File: src/sacc_pkg.sv
// ----------------------------------------------------------------------------
// sacc_pkg: shared constants and types
// Geometry, opcodes and the command/status bundles between the controller
// and the datapath of the write-through cache.
// ----------------------------------------------------------------------------
`default_nettype none
package sacc_pkg;
  localparam int NUM_SETS      = 128;
  localparam int NUM_WAYS      = 8;
  localparam int LINE_SIZE     = 64;
  localparam int MEM_ADDR_BITS = 20;

  localparam int OFF_W  = $clog2(LINE_SIZE);
  localparam int SET_W  = $clog2(NUM_SETS);
  localparam int WAY_W  = (NUM_WAYS > 1) ? $clog2(NUM_WAYS) : 1;
  localparam int TAG_W  = MEM_ADDR_BITS - OFF_W - SET_W;
  localparam int LINE_W = SET_W + WAY_W + OFF_W;

  localparam logic [15:0] LFSR_SEED = 16'd44257;
  localparam logic [15:0] LFSR_TAPS = 16'hB400;

  localparam logic [1:0] OP_READ  = 2'd0;
  localparam logic [1:0] OP_WRITE = 2'd1;
  localparam logic [1:0] OP_LOAD  = 2'd2;

  typedef struct packed {
    logic load;
    logic lookup;
    logic data_rd;
    logic use_fill;
    logic capture;
    logic fill_start;
    logic fill_step;
    logic tag_wr;
    logic mem_wr;
    logic advance;
    logic emit;
    logic clr_step;
  } cmd_t;

  typedef struct packed {
    logic [1:0] op;
    logic       found;
    logic       last;
    logic       fill_done;
    logic       clr_done;
    logic       out_free;
  } sts_t;
endpackage
`default_nettype wire

File: src/sacc_ctrl.sv
// ----------------------------------------------------------------------------
// sacc_ctrl: cache controller
// Walks one item byte by byte: lookup, hit access or line fill, response.
// ----------------------------------------------------------------------------
`default_nettype none
module sacc_ctrl (
  input  wire           clk,
  input  wire           rst,
  input  wire           s_tvalid,
  output logic          s_tready,
  input  sacc_pkg::sts_t sts,
  output sacc_pkg::cmd_t cmd
);
  import sacc_pkg::*;

  localparam logic [2:0] S_CLEAR = 3'd0;
  localparam logic [2:0] S_IDLE  = 3'd1;
  localparam logic [2:0] S_LOOK  = 3'd2;
  localparam logic [2:0] S_CMP   = 3'd3;
  localparam logic [2:0] S_DRD   = 3'd4;
  localparam logic [2:0] S_FILL  = 3'd5;
  localparam logic [2:0] S_FIN   = 3'd6;
  localparam logic [2:0] S_RESP  = 3'd7;

  logic [2:0] state, state_next;

  always_ff @(posedge clk) begin
    if (rst) state <= S_CLEAR;
    else     state <= state_next;
  end

  always_comb begin
    cmd        = '0;
    state_next = state;
    s_tready   = 1'b0;
    case (state)
      S_CLEAR: begin
        cmd.clr_step = 1'b1;
        if (sts.clr_done) state_next = S_IDLE;
      end
      S_IDLE: begin
        s_tready = 1'b1;
        if (s_tvalid) begin
          cmd.load   = 1'b1;
          state_next = S_LOOK;
        end
      end
      S_LOOK: begin
        if (sts.op inside {OP_READ, OP_WRITE, OP_LOAD}) begin
          cmd.lookup = 1'b1;
          state_next = S_CMP;
        end else begin
          state_next = S_RESP;
        end
      end
      S_CMP: begin
        if (sts.op == OP_READ) begin
          if (sts.found) begin
            cmd.data_rd = 1'b1;
            state_next  = S_DRD;
          end else begin
            cmd.fill_start = 1'b1;
            state_next     = S_FILL;
          end
        end else begin
          cmd.mem_wr  = 1'b1;
          cmd.advance = 1'b1;
          state_next  = sts.last ? S_RESP : S_LOOK;
        end
      end
      S_DRD: begin
        cmd.capture = 1'b1;
        cmd.advance = 1'b1;
        state_next  = sts.last ? S_RESP : S_LOOK;
      end
      S_FILL: begin
        cmd.fill_step = 1'b1;
        if (sts.fill_done) state_next = S_FIN;
      end
      S_FIN: begin
        cmd.tag_wr   = 1'b1;
        cmd.data_rd  = 1'b1;
        cmd.use_fill = 1'b1;
        state_next   = S_DRD;
      end
      S_RESP: begin
        if (sts.out_free) begin
          cmd.emit   = 1'b1;
          state_next = S_IDLE;
        end
      end
      default: state_next = S_CLEAR;
    endcase
  end

`ifndef SYNTHESIS
  a_fill_read_only: assert property (@(posedge clk) disable iff (rst)
    state == S_FILL |-> sts.op == OP_READ) else $error("fill outside a read");
  a_accept_leaves_idle: assert property (@(posedge clk) disable iff (rst)
    (s_tvalid && s_tready) |=> state == S_LOOK) else $error("accept did not start work");
  a_one_writer: assert property (@(posedge clk) disable iff (rst)
    $onehot0({cmd.mem_wr, cmd.fill_step, cmd.clr_step, cmd.tag_wr}))
    else $error("conflicting memory writes");
`endif
endmodule
`default_nettype wire

File: config.mk
export PLATFORM = sky130hd
export DESIGN_NAME = sacc_ctrl
export DESIGN_NICKNAME = d
export VERILOG_FILES = /design/src/sacc_pkg.sv /design/src/sacc_ctrl.sv
export SDC_FILE = /design/constraint.sdc
export NUM_CORES = 1
export LEC_CHECK = 0
export ABC_AREA = 1
export BUFFER_PORTS_ARGS = -buffer_cell sky130_fd_sc_hd__buf_2
export CORE_AREA = 2 2 39 41
export CTS_CLUSTER_SIZE = 24
export DETAILED_ROUTE_END_ITERATION = 16
export DIE_AREA = 0 0 41 43
export PLACE_DENSITY = 0.69
export RECOVER_POWER = 100
export SLEW_MARGIN = 0
export SYNTH_ARGS = -nofsm -noshare
export SYNTH_HDL_FRONTEND = slang
export SYNTH_SLANG_ARGS = --single-unit
File: constraint.sdc
create_clock -name clk -period 1.2 [get_ports clk]
set_input_delay 0.06 -clock clk [delete_from_list [all_inputs] [get_ports clk]]
set_output_delay 0.06 -clock clk [all_outputs]
set_load 0.02 [all_outputs]
### After elaboration in Yosys (flattened, before gate mapping)

Cells that the tools add are included.

* register bits after elaboration: 3
* output and inout port bits: 13
* logic and storage cells: 47

* equality and inequality tests: 13
* muxes and demuxes: 29
* reductions and logical operators: 4

Operator list (number)
* $pmux 3 s8: 1
* $mux 3: 7
* $mux 1: 18
* $eq 3x3->1 const B: 4
* $ne 2x2->1 const B: 4
* $eq 3x2->1 const B: 2
* $pmux 1 s2: 2
* $reduce_and 4->1: 1
* $eq 3x1->1 const B: 1
* $logic_not 3->1: 1
* $reduce_bool 3->1: 1
* $eq 2x1->1 const B: 1
* $eq 2x2->1 const B: 1
* $logic_not 2->1: 1
* $mux 2: 1

### Logic depth before layout (Yosys ltp)

Gate-level depths: netlist of run 1.

* depth in word-level cells: 4
* gate-level depth with buffers: 8

### Worst setup path before layout of run 1

OpenSTA, ideal clock, no wires.

* kind: register -> output
* start: reg state[2]
* end: out cmd[9] (netlist name)
* data arrival time: 1.075 ns
* required time: 1.140 ns
* path slack: 0.065 ns
* cell stages (with the launch flop): 5
* cells stage by stage: dfxtp_1 > buf_6 > inv_6 > nand3_2 > o21ai_0

RTL lines
* start, declared: line sacc_ctrl.sv:25 `logic [2:0] state, state_next;`
* start signal, assigned: line sacc_ctrl.sv:29 `else state <= state_next;`
* end, declared: line sacc_ctrl.sv:12 `output sacc_pkg::cmd_t cmd`

==> results of run 1 <==
area by class of cell:
cell class	instances	area share, %
sequential	3	9.36
clock buffer	4	3.71
inverter	15	8.66
tap	16	2.83
multi-input combinational	55	48.4
timing repair buffer	26	27.0
timing repair:
item                                    4_1_cts  5_1_grt
hold buffers                                  0        0
resized for setup                             6       17
cloned                                        0        0
buffers inserted                              0        1
pin swaps                                     0        2
endpoints found under the setup margin       12       16
power groups by stage:
| stage | Sequential, mW | Clock [mW] | Combinational [mW] |
|---|---|---|---|
| after floorplan | 0.124 | 0 | 0.354 |
| after global placement | 0.134 | 0 | 0.467 |
| after detailed placement | 0.135 | 0 | 0.473 |
| after CTS | 0.136 | 0.172 | 0.478 |
| after global routing | 0.137 | 0.177 | 0.572 |
| final | 0.136 | 0.166 | 0.526 |
routing by layer:
metal	share of wire [%]	wire length (um)	up-vias
met5	0	0	-
met3	3.6	39	0
met4	0	0	0
li1	-	-	286
met1	44	479	228
met2	52	572	15
synthesized netlist by cell type (all sizes together):
cell type,count
nor2,20
nand2,17
inv,15
nand3,7
buf,4
a21oi,3
dfxtp,3
o21ai,3
nand4,2
nand3b,1
nor3,1
or2,1
worst paths after layout:
check                                              to  slack (ps)  cells after the start
worst max register to register  state[0]$_SDFFE_PP0P_          40                      8
worst max-delay path                           cmd[9]          20                      4
worst min-delay path            state[2]$_SDFFE_PP0P_           8                      2
worst min register to register  state[2]$_SDFFE_PP0P_         550                      2
worst max-delay path, stage by stage, from the launching register on:
cell,delay [ps]
dfxtp_2,330
buf_12,140
nand3_2,130
o21ai_2,150
buf_4,150
cells by family (layout without fill, tap and decap cells):
kind of cell / count (synthesis) / after routing
buffers and inverters: 19 / 45
AND/OR/NAND/NOR: 49 / 49
AO/OA/AOI/OAI: 6 / 6
flip-flops: 3 / 3
==> summary.md, run 1 <==
| Metric | Value |
|---|---|
| Vias in the first global route | 409 |
| Drt pass-1 iters | 4 |
| Critical Path RT | 1140 ps |
| Placed insts | 114 |
| Site row count | 14 |
| Mux cell area share after synthesis | 0% |
| Psw | 364 uW |
| Clk pin slew, worst setup/hold paths | 30 ps |
| Worst setup margin | 23.2 ps |
| Routed len/inst | ~9 um |
| Leak pwr | 0.402 nW |
| Critical path launch point | state[0]$_SDFFE_PP0P_ |
| IO Port Bufs | 22 |
| Fmax | between 800 and 900 MHz |
| Minimum clock period | 1180 ps |
| Met2 usage | 19.4% |
| Top Registers | state (3) |
| Cells after Synth | 77 |
| Largest reg by FF count | state |
| Simple-gate area share of the yosys netlist | 56.6% |
| Crit Path Category | flip-flop to primary output |
| Largest area contributor in the netlist | dfxtp_1 |
| Full die area | about 1800 um2 |
| Core Util, Final | 51.2% |
| Max-cap violations | 0 |
| Status | complete, no violations |
| GRT overflow | 0 |
| Max reg flops | 3 |
| Tot Pwr | 828 uW |
| Distinct cells, synth | 21 |
| Maximum root-to-sink buffer count | 2 |
| RSZ-0062 raised after global routing | yes |
| Sequential-to-total area share from yosys stat | 12.8% |
| Area of the multi-input gates | 343 um2 |
| Final setup viols | 0 |
| Die X | 41 um |
| Final wirelength | around 1100 um |
| Root Buffer Master | clkbuf_4 |
| Finished Cell Area | slightly above 700 um2 |
| Commonest cells after routing, fill and taps aside | nor2_1, nand2_1, buf_2 |
| Compound-Gate Fraction of Synth Area | just under 9% |
| Share of cells above drive strength 1 | between 50 and 60% |
| ANT cells | 0 |
| Crit path capture type | primary output |
| Placed Area | 607 um2 |
| Final Skew | 1.06 ps |
| Hold Path Origin | rst |
| Largest net degree at the start of global routing | 10 |
| Worst r2r src | state[1]$_SDFFE_PP0P_ |
| CTS tree | done |
| Max_slew headroom | 86.3% |
| Comb pwr share | 63.6% |
| Global-route wire length before repair | 1660 um |
| Main combinational cell family by area after synthesis | simple AND/OR/NAND/NOR gates |
| M1 GR Usage | 18.5% |
| Worst VDD drop | 0.437 mV |
| CP startpoint kind | flip-flop |
| GR Util All Layers | 13.5% |
| Hold slack | roughly 8.3 ps |
| DRC violations left | 0 |
| Yosys warning count | 0 |
| Post-Syn Area | 470 um2 |
| Non-Filler Instances | 119 |
| Clock latency on the worst-skew pair | 220 ps |
| Vias | 529 |
| Syn-to-layout area delta | 50.5% |
| Initial DRC Count | 13 |
| CTS Sinks | 3 |
| Post-route ant nets | 0 |
| Period utilization | 98.1% |
| Slew @ Worst Pin | 205 ps |
| Flops & latches, synth | 3 |
| Post-Synth Adder-Cell Area | 0% |
| Synth top area cells | dfxtp_1, nand2_1, nor2_1 |
| Post-Syn Nets | 87 |
| Worst-path maximum fanout | 9 |
| # nets final | 114 |
| Seq pwr share | 16.4% |
| Fill cell count | 139 |
| # IOs | 23 |
| Core region area | 1380 um2 |
| Final Max Tran Viols | 0 |
| Starting Density | 34.0% |
| Clock power frac | between 20% and 30% |
| Post-Place Worst Slack | -40.6 ps |
| Pwr/cell area | around 1200 nW/um2 |
| Final setup TNS | 0 ps |
| P_int | approximately 460 uW |
| Endpoints failing hold | 0 |
| H-tree depth | 1 |
| Antenna violations before repair | 0 |
| Switching power share of the total | 43.9% |
| Share of the synthesized area in the top cell type | 12.8% |
| Critical Path AT | 1120 ps |
| Xor/xnor share of the synthesized area | 0% |
| Vias per cell | 4.45 |
| CTS buffer count | 3 |
| FF+latch area | 66.3 um2 |
| Hold Path Class | input port to flip-flop |
| Die H | 43 um |
| Grt met3 use | 3.14% |
| Detailed Place HPWL | a little under 900 um |
| Gpl congestion | roughly 0.76 |
| Avg Inst Size Synth | 6.11 um2 |
| Layer with the highest usage | met2 |
(Power assumes the default switching activity.)
==> run 2, diff against run 1 <==
--- a/config.mk
+++ b/config.mk
@@ -8,6 +8,7 @@
 export ABC_AREA = 1
 export BUFFER_PORTS_ARGS = -buffer_cell sky130_fd_sc_hd__buf_2
 export CORE_AREA = 2 2 39 41
+export CTS_BUF_LIST = sky130_fd_sc_hd__clkbuf_4
 export CTS_CLUSTER_SIZE = 24
 export DETAILED_ROUTE_END_ITERATION = 16
 export DIE_AREA = 0 0 41 43
==> summary.md, run 2 (synthesis gave the netlist of run 1 again) <==
| Metric | Value |
|---|---|
| Final setup TNS | 0 ps (unchanged) |
| Initial DRC Count | 12 (-1) |
| Critical Path AT | 1110 ps (about the same) |
| Full die area | 1760 um2 (unchanged) |
| Critical Path RT | 1140 ps (about the same) |
| GR Util All Layers | 13.6% (+0.10 points) |
| Top Registers | state (3) |
| Placed insts | 114 (unchanged) |
| Vias per cell | 4.45 (about the same) |
| Post-route ant nets | 0 (unchanged) |
| CTS buffer count | 3 (unchanged) |
| Fill cell count | 147 (+5.8%) |
| GRT overflow | 0 (unchanged) |
| Global-route wire length before repair | 1680 um (+0.84%) |
| Slew @ Worst Pin | 205 ps (+0.370 ps) |
| Worst-path maximum fanout | 9 (unchanged) |
| Clock latency on the worst-skew pair | 220 ps (about the same) |
| IO Port Bufs | 22 (unchanged) |
| Max_slew headroom | 86.3% (about the same) |
| Maximum root-to-sink buffer count | 2 (unchanged) |
| Non-Filler Instances | 118 (-0.84%) |
| Crit path capture type | primary output |
| Final Skew | 0.442 ps (-0.617 ps) |
| # IOs | 23 (unchanged) |
| Root Buffer Master | clkbuf_4 |
| RSZ-0062 raised after global routing | yes |
| Vias in the first global route | 409 (unchanged) |
| Detailed Place HPWL | 883 um (unchanged) |
| Syn-to-layout area delta | 46.5% |
| Clk pin slew, worst setup/hold paths | 30 ps (about the same) |
| Commonest non-fill, non-tap cell in the layout | nand2_1 |
| Commonest cells after routing, fill and taps aside | nand2_1, nor2_1, buf_2 |
| Largest reg by FF count | state |
| CTS tree | done |
| CTS Sinks | 3 (unchanged) |
| Antenna violations before repair | 0 (unchanged) |
| R2r setup slk | 50 ps (about the same) |
| ANT cells | 0 (unchanged) |
| Hold Path Class | input port to flip-flop |
| Drt pass-1 iters | 4 (unchanged) |
| Final Max Tran Viols | 0 (unchanged) |
| Crit Path Category | flip-flop to primary output |
| Fmax | 853 MHz (+0.39%) |
| Vias | 525 (-0.76%) |
| CP startpoint kind | flip-flop |
| # nets final | 113 (-0.88%) |
| Hold Path Origin | rst |
| Worst VDD drop | 0.504 mV (+15%) |
| Max-cap violations | 0 (unchanged) |
| Status | complete, no violations |
| Share of cells above drive strength 1 | 52.0% (-1.4 points) |
| Endpoints failing hold | 0 (unchanged) |
| Max reg flops | 3 (unchanged) |
| Final setup viols | 0 (unchanged) |
| Site row count | 14 (unchanged) |
| Worst r2r src | state[0]$_SDFFE_PP0P_ |
| Period utilization | 97.7% (-0.38 points) |
| Routed len/inst | 8.98 um (-2.0%) |
| Die H | 43 um (unchanged) |
| DRC violations left | 0 (unchanged) |
| Starting Density | 34.0% (unchanged) |
| Pwr/cell area | 1210 nW/um2 (+3.1%) |
| Critical path launch point | state[0]$_SDFFE_PP0P_ |
| Core region area | 1380 um2 (unchanged) |
| H-tree depth | 1 (unchanged) |
| Largest net degree at the start of global routing | 10 (unchanged) |
| Final wirelength | 1060 um (-2.8%) |
| Minimum clock period | 1170 ps (-4.53 ps) |
| Gpl congestion | 0.761 (unchanged) |
| Leak pwr | 0.396 nW (-1.6%) |
| Die X | 41 um (unchanged) |
| CTS Hold Buffers Added | 0 (unchanged) |
run 2: layout make-up:
type / count / area, um2 / area share [%]
Sequential cell: 3 / 66.3 / 9.62
Tap cell: 16 / 20.0 / 2.90
Clock buffer: 4 / 30.0 / 4.36
Timing Repair Buffer: 25 / 180 / 26.1
Inverter: 15 / 61.3 / 8.89
Multi-Input combinational cell: 55 / 332 / 48.1
run 2: routing by layer:
layer,vias to the layer above,global-route usage [%],wire length [um]
li1,284,-,-
met1,226,18.8,460
met2,15,19.4,564
met3,0,3.14,36
met4,0,6.00,0
met5,-,0,0
run 2: critical path, stage by stage (launching register included):
cell     delay (ps)
dfxtp_2         320
buf_12          140
inv_2            60
nand3_2         100
a21oi_2         120
buf_4           140
run 2: metrics by stage:
step / worst slack, ps / power (mW) / util, % / instance area (um2) / hold slack (ps)
final: 27.8 / 0.831 / 49.8 / 689 / 8.20
after global routing: -44.5 / 0.893 / 49.8 / 689 / 10.8
after CTS: 1.25 / 0.809 / 46.7 / 647 / 8.99
after detailed placement: -40.6 / 0.608 / 43.9 / 607 / 253
after global placement: -1.80 / 0.602 / 43.9 / 607 / 252
after floorplan: 64.7 / 0.478 / - / 470 / 122
run 2: worst paths after layout:
path / cells after the start / to
setup / recovery: 5 / cmd[10]
hold / removal: 2 / state[2]$_SDFFE_PP0P_
setup reg to reg: 7 / state[0]$_SDFFE_PP0P_
hold reg to reg: 2 / state[2]$_SDFFE_PP0P_
run 2: power by group:
part	internal, mW	switching (mW)	leakage (nW)
clock network	0.146	0.0427	0.0184
logic	0.212	0.293	0.352
registers	0.120	0.0173	0.0261
total	0.478	0.353	0.396
run 2: what timing repair did:
item | in CTS | in global routing
pin swaps | 0 | 1
resized for setup | 6 | 12
setup buffers | 0 | 0
endpoints found under the setup margin | 12 | 16
